[config.mk]
export PLATFORM = sky130hd
export DESIGN_NAME = mpsse_jtag_command_parser
export DESIGN_NICKNAME = d
export VERILOG_FILES = /design/src/rtl/mjcp_pkg.sv /design/src/rtl/mpsse_jtag_command_parser.sv
export VERILOG_INCLUDE_DIRS = /design/src /design/src/rtl
export SDC_FILE = /design/constraint.sdc
export NUM_CORES = 1
export LEC_CHECK = 0
export BUFFER_PORTS_ARGS = -buffer_cell sky130_fd_sc_hd__clkbuf_2
export CAP_MARGIN = 5
export CORE_UTILIZATION = 58
export DETAILED_ROUTE_END_ITERATION = 8
export GPL_ROUTABILITY_DRIVEN = 0
export PLACE_DENSITY_LB_ADDON = 0.12
export SYNTH_ARGS = -nofsm -noshare
export SYNTH_HDL_FRONTEND = slang
export SYNTH_SLANG_ARGS = --single-unit
[constraint.sdc]
create_clock -name clock -period 8.2 [get_ports clock]
set_clock_uncertainty 0.1 [all_clocks]
set_input_delay 1.64 -clock clock [delete_from_list [all_inputs] [get_ports clock]]
set_output_delay 1.64 -clock clock [all_outputs]
set_load 0.01 [all_outputs]
[src/rtl/mpsse_jtag_command_parser_assert.svh]
// ----------------------------------------------------------------------------
// MPSSE JTAG command parser assertion macros
// Concurrent checks that disappear when SYNTH is defined.
// ----------------------------------------------------------------------------
`ifndef MPSSE_JTAG_COMMAND_PARSER_ASSERT_SVH
`define MPSSE_JTAG_COMMAND_PARSER_ASSERT_SVH
`ifndef SYNTH
// same-cycle implication
`define MJCP_ASSERT_NOW(label, clk, rst, ante, cons) \
   label: assert property (@(posedge clk) disable iff (rst) (ante) |-> (cons)) \
      else $error("mjcp check failed");
// next-cycle implication
`define MJCP_ASSERT_NEXT(label, clk, rst, ante, cons) \
   label: assert property (@(posedge clk) disable iff (rst) (ante) |=> (cons)) \
      else $error("mjcp check failed");
`else
`define MJCP_ASSERT_NOW(label, clk, rst, ante, cons)
`define MJCP_ASSERT_NEXT(label, clk, rst, ante, cons)
`endif
`endif

[src/rtl/mjcp_pkg.sv]
// ----------------------------------------------------------------------------
// mjcp_pkg
// Parse phases, action codes, command codes, delay tables and result type
// for the MPSSE JTAG command parser.
// ----------------------------------------------------------------------------
package mjcp_pkg;

   typedef enum logic [2:0] {
      PH_IDLE,
      PH_LEN_LO,
      PH_LEN_HI,
      PH_DATA,
      PH_TMS_DATA,
      PH_PARAM0,
      PH_PARAM1
   } phase_type;

   localparam logic [2:0] ACT_BAD_CMD   = 3'd0;
   localparam logic [2:0] ACT_SET_PINS  = 3'd1;
   localparam logic [2:0] ACT_READ_PINS = 3'd2;
   localparam logic [2:0] ACT_FLUSH     = 3'd3;
   localparam logic [2:0] ACT_SHIFT_TDI = 3'd4;
   localparam logic [2:0] ACT_SHIFT_TMS = 3'd5;
   localparam logic [2:0] ACT_CLOCKS    = 3'd6;

   localparam logic [7:0] CMD_SET_LOW     = 8'h80;
   localparam logic [7:0] CMD_READ_LOW    = 8'h81;
   localparam logic [7:0] CMD_SET_HIGH    = 8'h82;
   localparam logic [7:0] CMD_READ_HIGH   = 8'h83;
   localparam logic [7:0] CMD_LOOP_ON     = 8'h84;
   localparam logic [7:0] CMD_LOOP_OFF    = 8'h85;
   localparam logic [7:0] CMD_SET_DIVISOR = 8'h86;
   localparam logic [7:0] CMD_FLUSH       = 8'h87;
   localparam logic [7:0] CMD_WAIT_H      = 8'h88;
   localparam logic [7:0] CMD_WAIT_L      = 8'h89;
   localparam logic [7:0] CMD_DIV5_OFF    = 8'h8a;
   localparam logic [7:0] CMD_DIV5_ON     = 8'h8b;
   localparam logic [7:0] CMD_CLK_WAIT_H  = 8'h8c;
   localparam logic [7:0] CMD_CLK_WAIT_L  = 8'h8d;
   localparam logic [7:0] CMD_CLK_BITS    = 8'h8e;
   localparam logic [7:0] CMD_CLK_BYTES   = 8'h8f;
   localparam logic [7:0] CMD_ADAPT_ON    = 8'h96;
   localparam logic [7:0] CMD_ADAPT_OFF   = 8'h97;

   localparam int SLOW_MAX = 5;
   localparam int FAST_MAX = 15;

   localparam logic [4:0] SLOW_DELAY [SLOW_MAX+1] = '{5'd1, 5'd5, 5'd8, 5'd12, 5'd16, 5'd20};
   localparam logic [4:0] FAST_DELAY [FAST_MAX+1] = '{
      5'd1, 5'd1, 5'd1, 5'd1, 5'd1, 5'd2, 5'd3, 5'd4,
      5'd4, 5'd5, 5'd6, 5'd7, 5'd8, 5'd8, 5'd8, 5'd9
   };

   typedef struct packed {
      logic [2:0]  action;
      logic        bank;
      logic [7:0]  pin_value;
      logic [7:0]  pin_direction;
      logic [7:0]  data_byte;
      logic [16:0] bit_count;
      logic [19:0] repeat_count;
      logic        lsb_first;
      logic        write_on_falling;
      logic        capture_tdo;
      logic        tdi_level;
      logic [4:0]  tck_delay;
   } result_type;

   // Shift action with the command flags filled in
   function automatic result_type shift_result(input logic [7:0]  cmd,
                                               input logic [2:0]  act,
                                               input logic [7:0]  data,
                                               input logic [16:0] bits,
                                               input logic [19:0] reps,
                                               input logic [4:0]  delay);
      result_type r;
      r                  = '0;
      r.action           = act;
      r.data_byte        = data;
      r.bit_count        = bits;
      r.repeat_count     = reps;
      r.lsb_first        = (act == ACT_SHIFT_TMS) ? 1'b1 : cmd[3];
      r.write_on_falling = cmd[0];
      r.capture_tdo      = cmd[5];
      r.tdi_level        = (act == ACT_SHIFT_TMS) ? data[7] : 1'b0;
      r.tck_delay        = delay;
      return r;
   endfunction

endpackage

[src/rtl/mpsse_jtag_command_parser.sv]
// ----------------------------------------------------------------------------
// mpsse_jtag_command_parser
// Decodes an MPSSE command byte stream into JTAG actions for a shift engine.
// ----------------------------------------------------------------------------
// One command byte is taken per cycle while req_ready is high. Each accepted
// byte updates the parse state and, when it completes an action, loads the
// result register; the action appears on the rsp_ port in the next cycle.
// req_ready stays high while the result register is empty or is being taken
// in the same cycle, so a result that waits holds up the stream until it is
// taken. Throughput is one byte per cycle unless stalled, set by the single
// parse-state update between the request and the result register.
module mpsse_jtag_command_parser
   import mjcp_pkg::*;
(
   input  logic        clock,
   input  logic        reset,
   input  logic        req_valid,
   output logic        req_ready,
   input  logic [7:0]  req_cmd_byte,
   output logic        rsp_valid,
   input  logic        rsp_ready,
   output logic [2:0]  rsp_action,
   output logic        rsp_bank,
   output logic [7:0]  rsp_pin_value,
   output logic [7:0]  rsp_pin_direction,
   output logic [7:0]  rsp_data_byte,
   output logic [16:0] rsp_bit_count,
   output logic [19:0] rsp_repeat_count,
   output logic        rsp_lsb_first,
   output logic        rsp_write_on_falling,
   output logic        rsp_capture_tdo,
   output logic        rsp_tdi_level,
   output logic [4:0]  rsp_tck_delay
);

`include "mpsse_jtag_command_parser_assert.svh"

   phase_type   phase_ff, phase_in;
   logic [7:0]  cmd_ff, cmd_in;
   logic [15:0] len_ff, len_in;
   logic [7:0]  param_ff, param_in;
   logic        div5_ff, div5_in;
   logic [4:0]  delay_ff, delay_in;
   logic        rsp_valid_ff, rsp_valid_in;
   result_type  out_ff, out_in;

   logic        accept;
   logic        res_valid;
   result_type  res;
   logic [7:0]  b;
   logic        bit_mode;
   logic [15:0] len_new;
   logic [15:0] divisor;
   logic [16:0] len_plus1;
   logic [16:0] param_plus1;
   logic [2:0]  slow_idx;
   logic [3:0]  fast_idx;

   assign req_ready = !rsp_valid_ff || rsp_ready;
   assign accept    = req_valid && req_ready;
   assign b         = req_cmd_byte;
   assign bit_mode  = cmd_ff[1];
   assign divisor   = {b, param_ff};
   assign slow_idx  = (divisor > 16'(SLOW_MAX)) ? 3'(SLOW_MAX) : divisor[2:0];
   assign fast_idx  = (divisor > 16'(FAST_MAX)) ? 4'(FAST_MAX) : divisor[3:0];

   // Length as it stands after this byte (only meaningful in the length phases)
   always_comb begin
      len_new = len_ff;
      if (phase_ff == PH_LEN_LO) begin
         len_new = {8'h00, b};
      end else if (phase_ff == PH_LEN_HI) begin
         len_new = {b, len_ff[7:0]};
      end
   end

   assign len_plus1   = {1'b0, len_new} + 17'd1;
   assign param_plus1 = {1'b0, divisor} + 17'd1;

   always_comb begin
      phase_in  = phase_ff;
      cmd_in    = cmd_ff;
      len_in    = len_ff;
      param_in  = param_ff;
      div5_in   = div5_ff;
      delay_in  = delay_ff;
      res_valid = 1'b0;
      res       = '0;
      res.tck_delay = delay_ff;

      unique case (phase_ff)
         PH_LEN_LO, PH_LEN_HI: begin
            len_in = len_new;
            if (phase_ff == PH_LEN_LO && !bit_mode) begin
               phase_in = PH_LEN_HI;
            end else if (cmd_ff[6]) begin
               phase_in = PH_TMS_DATA;
            end else if (cmd_ff[4]) begin
               phase_in = PH_DATA;
            end else begin
               // read-only shift: one action covers the whole run
               phase_in  = PH_IDLE;
               res_valid = 1'b1;
               if (bit_mode) begin
                  res = shift_result(cmd_ff, ACT_SHIFT_TDI, 8'hff, len_plus1, 20'd1, delay_ff);
               end else begin
                  res = shift_result(cmd_ff, ACT_SHIFT_TDI, 8'hff, 17'd8,
                                     {3'b000, len_plus1}, delay_ff);
               end
            end
         end
         PH_DATA: begin
            res_valid = 1'b1;
            if (bit_mode) begin
               res      = shift_result(cmd_ff, ACT_SHIFT_TDI, b, len_plus1, 20'd1, delay_ff);
               phase_in = PH_IDLE;
            end else begin
               res = shift_result(cmd_ff, ACT_SHIFT_TDI, b, 17'd8, 20'd1, delay_ff);
               if (len_ff == 16'd0) begin
                  phase_in = PH_IDLE;
               end else begin
                  len_in = len_ff - 16'd1;
               end
            end
         end
         PH_TMS_DATA: begin
            res_valid = 1'b1;
            res       = shift_result(cmd_ff, ACT_SHIFT_TMS, b, len_plus1, 20'd1, delay_ff);
            phase_in  = PH_IDLE;
         end
         PH_PARAM0: begin
            param_in = b;
            if (cmd_ff == CMD_CLK_BITS) begin
               phase_in         = PH_IDLE;
               res_valid        = 1'b1;
               res.action       = ACT_CLOCKS;
               res.repeat_count = 20'(b) + 20'd1;
            end else begin
               phase_in = PH_PARAM1;
            end
         end
         PH_PARAM1: begin
            phase_in = PH_IDLE;
            if (cmd_ff == CMD_SET_DIVISOR) begin
               // mode is sampled now; a later mode change leaves the delay alone
               delay_in = div5_ff ? SLOW_DELAY[slow_idx] : FAST_DELAY[fast_idx];
            end else if (cmd_ff == CMD_CLK_BYTES) begin
               res_valid        = 1'b1;
               res.action       = ACT_CLOCKS;
               res.repeat_count = {param_plus1, 3'b000};
            end else begin
               res_valid         = 1'b1;
               res.action        = ACT_SET_PINS;
               res.bank          = cmd_ff[1];
               res.pin_value     = param_ff;
               res.pin_direction = b;
            end
         end
         default: begin
            phase_in = PH_IDLE;
            cmd_in   = b;
            if (b[7]) begin
               unique case (b)
                  CMD_SET_LOW, CMD_SET_HIGH, CMD_SET_DIVISOR, CMD_CLK_BITS,
                  CMD_CLK_BYTES: begin
                     phase_in = PH_PARAM0;
                  end
                  CMD_READ_LOW, CMD_READ_HIGH: begin
                     res_valid  = 1'b1;
                     res.action = ACT_READ_PINS;
                     res.bank   = b[1];
                  end
                  CMD_FLUSH: begin
                     res_valid  = 1'b1;
                     res.action = ACT_FLUSH;
                  end
                  CMD_DIV5_OFF: div5_in = 1'b0;
                  CMD_DIV5_ON:  div5_in = 1'b1;
                  CMD_LOOP_ON, CMD_LOOP_OFF, CMD_WAIT_H, CMD_WAIT_L,
                  CMD_CLK_WAIT_H, CMD_CLK_WAIT_L, CMD_ADAPT_ON, CMD_ADAPT_OFF: begin
                     // drop silently
                  end
                  default: begin
                     res_valid     = 1'b1;
                     res.action    = ACT_BAD_CMD;
                     res.data_byte = b;
                  end
               endcase
            end else if (!(b[6] && !b[3])) begin
               phase_in = PH_LEN_LO;
            end else begin
               // TMS shift must be LSB first
               res_valid     = 1'b1;
               res.action    = ACT_BAD_CMD;
               res.data_byte = b;
            end
         end
      endcase
   end

   always_comb begin
      rsp_valid_in = rsp_valid_ff;
      out_in       = out_ff;
      if (rsp_valid_ff && rsp_ready) begin
         rsp_valid_in = 1'b0;
      end
      if (accept && res_valid) begin
         rsp_valid_in = 1'b1;
         out_in       = res;
      end
   end

   always_ff @(posedge clock) begin
      if (reset) begin
         phase_ff     <= PH_IDLE;
         cmd_ff       <= 8'h00;
         len_ff       <= 16'h0000;
         param_ff     <= 8'h00;
         div5_ff      <= 1'b1;
         delay_ff     <= 5'd1;
         rsp_valid_ff <= 1'b0;
      end else begin
         if (accept) begin
            phase_ff <= phase_in;
            cmd_ff   <= cmd_in;
            len_ff   <= len_in;
            param_ff <= param_in;
            div5_ff  <= div5_in;
            delay_ff <= delay_in;
         end
         rsp_valid_ff <= rsp_valid_in;
      end
   end

   always_ff @(posedge clock) begin
      out_ff <= out_in;
   end

   assign rsp_valid            = rsp_valid_ff;
   assign rsp_action           = out_ff.action;
   assign rsp_bank             = out_ff.bank;
   assign rsp_pin_value        = out_ff.pin_value;
   assign rsp_pin_direction    = out_ff.pin_direction;
   assign rsp_data_byte        = out_ff.data_byte;
   assign rsp_bit_count        = out_ff.bit_count;
   assign rsp_repeat_count     = out_ff.repeat_count;
   assign rsp_lsb_first        = out_ff.lsb_first;
   assign rsp_write_on_falling = out_ff.write_on_falling;
   assign rsp_capture_tdo      = out_ff.capture_tdo;
   assign rsp_tdi_level        = out_ff.tdi_level;
   assign rsp_tck_delay        = out_ff.tck_delay;

   `MJCP_ASSERT_NOW(a_stall_blocks, clock, reset, rsp_valid_ff && !rsp_ready, !req_ready)
   `MJCP_ASSERT_NEXT(a_flush_result, clock, reset,
      accept && phase_ff == PH_IDLE && b == CMD_FLUSH,
      rsp_valid_ff && out_ff.action == ACT_FLUSH)
   `MJCP_ASSERT_NEXT(a_divisor_silent, clock, reset,
      accept && phase_ff == PH_PARAM1 && cmd_ff == CMD_SET_DIVISOR, !rsp_valid_ff)
   `MJCP_ASSERT_NOW(a_delay_range, clock, reset, 1'b1, delay_ff != 5'd0 && delay_ff <= 5'd20)

endmodule
==> After elaboration in Yosys (flattened, before gate mapping) <==
Memory sizes are Yosys's and may differ from the RTL's.
Index checks and enable logic that the tools add are counted.
{ "word_totals": {"register_bits": 116, "rom_bits": 120, "in_bits": 12, "wordCells": 151, "mem_count": 2} }
{ "classes": {"addsub": 4, "n_lt_le_gt_ge": 4, "n_eq_ne": 30, "muxes": 60, "bitwise": 3, "n_reduce_logical": 29} }
{ "mem_list": {"columns": ["memory", "words", "word_bits", "read_ports", "rd_ports_with_merged_regs", "wr", "line", "text"], "rows": [
  ["(no name shown)", 16, 5, 1, 0, 0, "mpsse_jtag_command_parser.sv:146", "delay_in = div5_ff ? SLOW_DELAY[slow_idx] : FAST_DELAY[fast_idx];"],
  ["(no name shown)", 8, 5, 1, 0, 0, "mpsse_jtag_command_parser.sv:146", null]
]} }
{ "ops": {"columns": ["cell", "count"], "rows": [
  ["two-way mux 74 bit", 3],
  ["== test 8 bit, second input constant", 21],
  ["one-hot mux 20 bit (5 select lines)", 1],
  ["two-way mux 46 bit", 2],
  ["two-way mux 16 bit", 4],
  ["two-way mux 20 bit", 3],
  ["one-hot mux 17 bit (3 select lines)", 1],
  ["one-hot mux 16 bit (3 select lines)", 1],
  ["adder 16 x 1 -> 17 bit, second input constant", 2],
  ["one-hot mux 16 bit (2 select lines)", 1],
  ["one-hot mux 8 bit (4 select lines)", 1],
  ["two-way mux 3 bit", 10],
  ["one-hot mux 9 bit (3 select lines)", 1],
  ["two-way mux 5 bit", 5],
  ["OR reduction 18 bit", 1],
  ["two-way mux 17 bit", 1],
  ["greater-than comparator 16 x 3 -> 1 bit, second input constant", 1],
  ["greater-than comparator 16 x 4 -> 1 bit, second input constant", 1],
  ["logical NOT 16 bit", 1],
  ["two-way mux 8 bit", 2],
  ["subtractor 16 x 1 -> 16 bit, second input constant", 1],
  ["one-hot mux 3 bit (5 select lines)", 1],
  ["OR reduction 15 bit", 1],
  ["two-way mux 1 bit", 13],
  ["other kinds (29)", 51]
]} }

==> Logic depth before layout (Yosys ltp) <==
{ "logic_depth": {"depth_word": 9, "ltp_mapped": 12} }

==> Worst setup path before layout <==
No wires, ideal clock.
{ "synth_timing": {"path_type": "input to register", "startpoint": "in req_cmd_byte[0]", "endpoint": "reg out_ff, in the netlist rsp_action[0] (enable)", "setup_ns": 0.506, "t_arrival_ns": 6.151, "required_ns": 7.594, "setup_slack_ns": 1.443, "path_stages": 8, "cell_sequence": "clkbuf_1 > inv_1 > ha_1 > a2111oi_0 > a311oi_1 > a211oi_1 > o21bai_1 > nor2_1"} }
{ "synth_between": {"elab_chain_len": 6, "word_cells_on_any_way": 20, "cone_classes": "eq/ne (15); mux (3); reduce/logical (2)"} }
{ "synth_rtl": {"columns": ["element", "line", "text"], "rows": [
  ["from (decl)", "mpsse_jtag_command_parser.sv:19", "input logic [7:0] req_cmd_byte,"],
  ["== test 8 bit", "mpsse_jtag_command_parser.sv:163", "unique case (b)"],
  ["OR reduction 15 bit (no source line) (*)", null, null],
  ["two-way mux 1 bit (*)", "mpsse_jtag_command_parser.sv:163", null],
  ["two-way mux 1 bit (*)", "mpsse_jtag_command_parser.sv:162", "if (b[7]) begin"],
  ["one-hot mux 1 bit (4 select lines) (*)", "mpsse_jtag_command_parser.sv:91", "unique case (phase_ff)"],
  ["logical AND 1 bit (*)", "mpsse_jtag_command_parser.sv:207", "if (accept && res_valid) begin"],
  ["to (signal assigned)", "mpsse_jtag_command_parser.sv:236", "out_ff <= out_in;"],
  ["to (decl)", "mpsse_jtag_command_parser.sv:45", "result_type out_ff, out_in;"]
]} }
Mark *: on every way between the ends. The rest lies on a longest branch, timed or not.
A chain may end at the register's enable or synchronous reset.

==> Worst setup path in the final report <==
{ "layout_timing": {"startpoint": "in req_cmd_byte[0]", "endpoint": "reg out_ff, in the netlist rsp_bit_count[10] (enable)"} }
The elaborated chain is that of the path after synthesis.

==> flow_summary.json <==
{
  "dr.pass1.iters": 7,
  "crit_fanout": 74,
  "cp-end-kind": "flop",
  "grt_start_max_net_pins": 75,
  "p_leak_nw": 2.93,
  "dpl.hpwl_mm": 13.1,
  "grt_pass1_vias": 5727,
  "power.density_nw_per_um2": 216,
  "syn_avg_cell_area_um2": 9.36,
  "ios": 88,
  "cts_tree": "yes",
  "routed_via_density": 6.66,
  "fp-row-count": 39,
  "post_cts_resize_count": 0,
  "period_needed_ns": 4.36,
  "antenna_left": 0,
  "top_usage_layer": "met2",
  "grt_util_met3": 0.0770,
  "ys_warn_count": 0,
  "ctsLongestPathBuffers": 2,
  "met1_usage": 0.454,
  "cts.sinks": 116,
  "yosys-top-cells-area": "edfxtp_1 33%, dfxtp_1 12%, nor2_1 3.8%",
  "grt.total_usage": 0.331,
  "postCtsSetupBuffers": 0,
  "path_class": "primary input to flop",
  "clock_latency_ns": 0.42,
  "yosys_most_used_dff": "edfxtp_1",
  "grt_pass1_wl_mm": 29.9,
  "p_comb_frac": 0.149,
  "finalInstanceArea_um2": 7830,
  "die_w_um": 110,
  "p_clk_frac": 0.440,
  "maxSlewViolCount": 0,
  "startpoint_type": "primary input",
  "synth_edf_count": 74,
  "ys_seq_elements": 116,
  "synth_nets": 751,
  "relSlewSlack": 0.256,
  "synth_area_um2": 6810,
  "clock.fmax_ghz": 0.229,
  "antenna_found_initial": 0,
  "ys_seq_area_frac": 0.450,
  "async_flop_share": 0,
  "layout-drive-gt1-share": 0.183,
  "num_antenna_cells": 0,
  "htreeDepth": 4,
  "arrival_ns": 4.29,
  "switching_share": 0.273,
  "cap_violations": 0,
  "cts-root-buf": "clkbuf_16",
  "ys_types": 81,
  "required_ns": 8.13,
  "initial_utilization": 0.597,
  "setup_tns_ns": 0,
  "p_switching_mw": 0.462,
  "power_frac_seq": 0.411,
  "hp-class": "flop to flop",
  "ctsHoldBuffers": 0,
  "routed_wl_mm": 19.4,
  "yosys.area.top_type": "edfxtp_1",
  "placed_cell_area_um2": 7230,
  "drtIter0Drc": 679,
  "grt_overflow": 0,
  "io_buffers": 87,
  "nNetsFinal": 809,
  "drc": 0,
  "core-area_um2": 11400,
  "rsz0062_at_grt": "false",
  "avgRoutedWirePerCell_um": 20.6,
  "peakVddDrop_mv": 0.150,
  "dieHeight_um": 110,
  "power.internal_mw": 1.23,
  "clk_pin_slew_ns": 0.05,
  "grt_util_met2": 0.493,
  "min_period_over_period": 0.531,
  "worstMarginPinSlew_ns": 1.12,
  "dieArea_um2": 12200,
  "area_growth_pct": 14.9,
  "cts_made_buffers": 17,
  "outcome": "completed",
  "setup_viol": 0,
  "synth_top_area_share": 0.326,
  "via_count": 6277,
  "postSynthCellCount": 728,
  "hold_violations": 0
}
==> layer usage <==
layer | up-vias | share of wire
met4 | 0 | 0.031
met2 | 447 | 0.44
met3 | 52 | 0.12
met1 | 2944 | 0.41
met5 | - | 0
li1 | 2834 | -
==> logic make-up (layout without fill, tap and decap cells) <==
logic type               after synthesis  after routing  synth area share
AO/OA/AOI/OAI                        184            184             0.184
adder cells (fa/ha/maj)               11             11            0.0202
flip-flops                           116            116             0.450
XOR/XNOR                              27             27            0.0347
buffers and inverters                 78            149            0.0516
multiplexers                          20             20            0.0314
AND/OR/NAND/NOR                      292            292             0.229
==> metrics by stage <==
step | total power [mW] | utilization | setup WS [ns] | hold slack (ns) | std cells
finish | 1.69 | 0.686 | 3.84 | 0.340 | 942
global route | 1.75 | 0.686 | 3.62 | 0.347 | 942
CTS | 1.69 | 0.686 | 3.89 | 0.338 | 942
detailed placement | 0.954 | 0.633 | 3.48 | 0.326 | 910
global placement | 0.948 | 0.633 | 3.61 | 0.318 | 910
floorplan | 0.873 | - | 1.44 | 0.303 | 728
==> power by group through the flow <==
stage / combinational, mW / clock [mW] / sequential, mW
floorplan: 0.144 / 0 / 0.729
detailed placement: 0.246 / 0 / 0.709
CTS: 0.248 / 0.747 / 0.697
global placement: 0.242 / 0 / 0.706
finish: 0.252 / 0.745 / 0.697
global route: 0.274 / 0.770 / 0.702
==> placed cells by master, fill, tap and decap left out, types with 7 or more instances in the layout <==
master / instances
clkbuf_2: 87
nor2_1: 68
a211oi_1: 8
nor2b_1: 18
and2_1: 23
nand4_1: 15
edfxtp_1: 74
o22ai_1: 8
xnor2_1: 19
clkbuf_16: 18
o211ai_1: 7
a31oi_1: 12
a21oi_1: 38
nor3b_1: 9
nand2b_1: 15
ha_1: 11
nand3_1: 17
dfxtp_1: 42
nor3_1: 28
xor2_1: 8
o21ai_0: 35
inv_1: 19
buf_4: 10
nand2_1: 52
a21o_1: 11
mux2i_1: 14
o31ai_1: 10
nor4_1: 11
==> registers in the layout, summed over array words and instances (netlist names), 5 cells and up <==
| signal | count |
|---|---|
| rsp_pin_direction | 8 |
| rsp_tck_delay | 5 |
| param_ff | 8 |
| len_ff | 16 |
| rsp_data_byte | 8 |
| rsp_bit_count | 17 |
| delay_ff | 5 |
| rsp_pin_value | 8 |
| cmd_ff | 8 |
| rsp_repeat_count | 20 |
==> worst paths after layout <==
check,end,cells after the start,start,slack (ns)
setup / recovery,rsp_bit_count[10]$_DFFE_PP_,9,req_cmd_byte[0],3.84
hold / removal,rsp_tck_delay[3]$_DFFE_PP_,0,delay_ff[3]$_SDFFE_PP0P_,0.34
setup reg to reg,rsp_repeat_count[12]$_DFFE_PP_,9,phase_ff[2]$_SDFFE_PP0P_,4.77
hold reg to reg,rsp_tck_delay[3]$_DFFE_PP_,0,delay_ff[3]$_SDFFE_PP0P_,0.34
==> critical path, stage by stage <==
cell,delay (ns)
clkbuf_2,0.25
inv_1,0.21
ha_1,0.33
a2111oi_0,0.40
a311oi_1,0.10
a211oi_1,0.31
o21bai_1,0.18
nor2_4,0.10
buf_4,0.69
==> synth_stat cells, types with 4 or more instances <==
library cell / number
a21oi_1: 38
xor2_1: 8
edfxtp_1: 74
buf_2: 11
clkbuf_1: 36
nor4_1: 11
a21o_1: 11
o31ai_1: 10
nand3b_1: 5
nor3b_1: 9
a221oi_1: 5
ha_1: 11
and2_1: 23
nand2_1: 52
a31oi_1: 12
buf_4: 4
o221ai_1: 4
nand4_1: 15
buf_6: 4
o21a_1: 4
o41ai_1: 4
a211oi_1: 8
o21ai_0: 35
nand3_1: 17
nor2b_1: 18
and3_1: 5
o211ai_1: 7
o22ai_1: 8
a311oi_1: 5
dfxtp_1: 42
nor3_1: 28
nand2b_1: 15
inv_1: 19
xnor2_1: 19
mux2i_1: 14
nor2_1: 69
==> cell type report <==
| cell class | instances | area [um2] |
|---|---|---|
| Timing Repair Buffer | 97 | 510 |
| Fill cell | 893 | 3590 |
| Clock inverter | 11 | 124 |
| Multi-Input combinational cell | 534 | 3400 |
| Tap cell | 143 | 179 |
| Inverter | 20 | 75.1 |
| Clock buffer | 21 | 472 |
| Sequential cell | 116 | 3060 |
No activity file was read; power rests on OpenSTA's default activity.
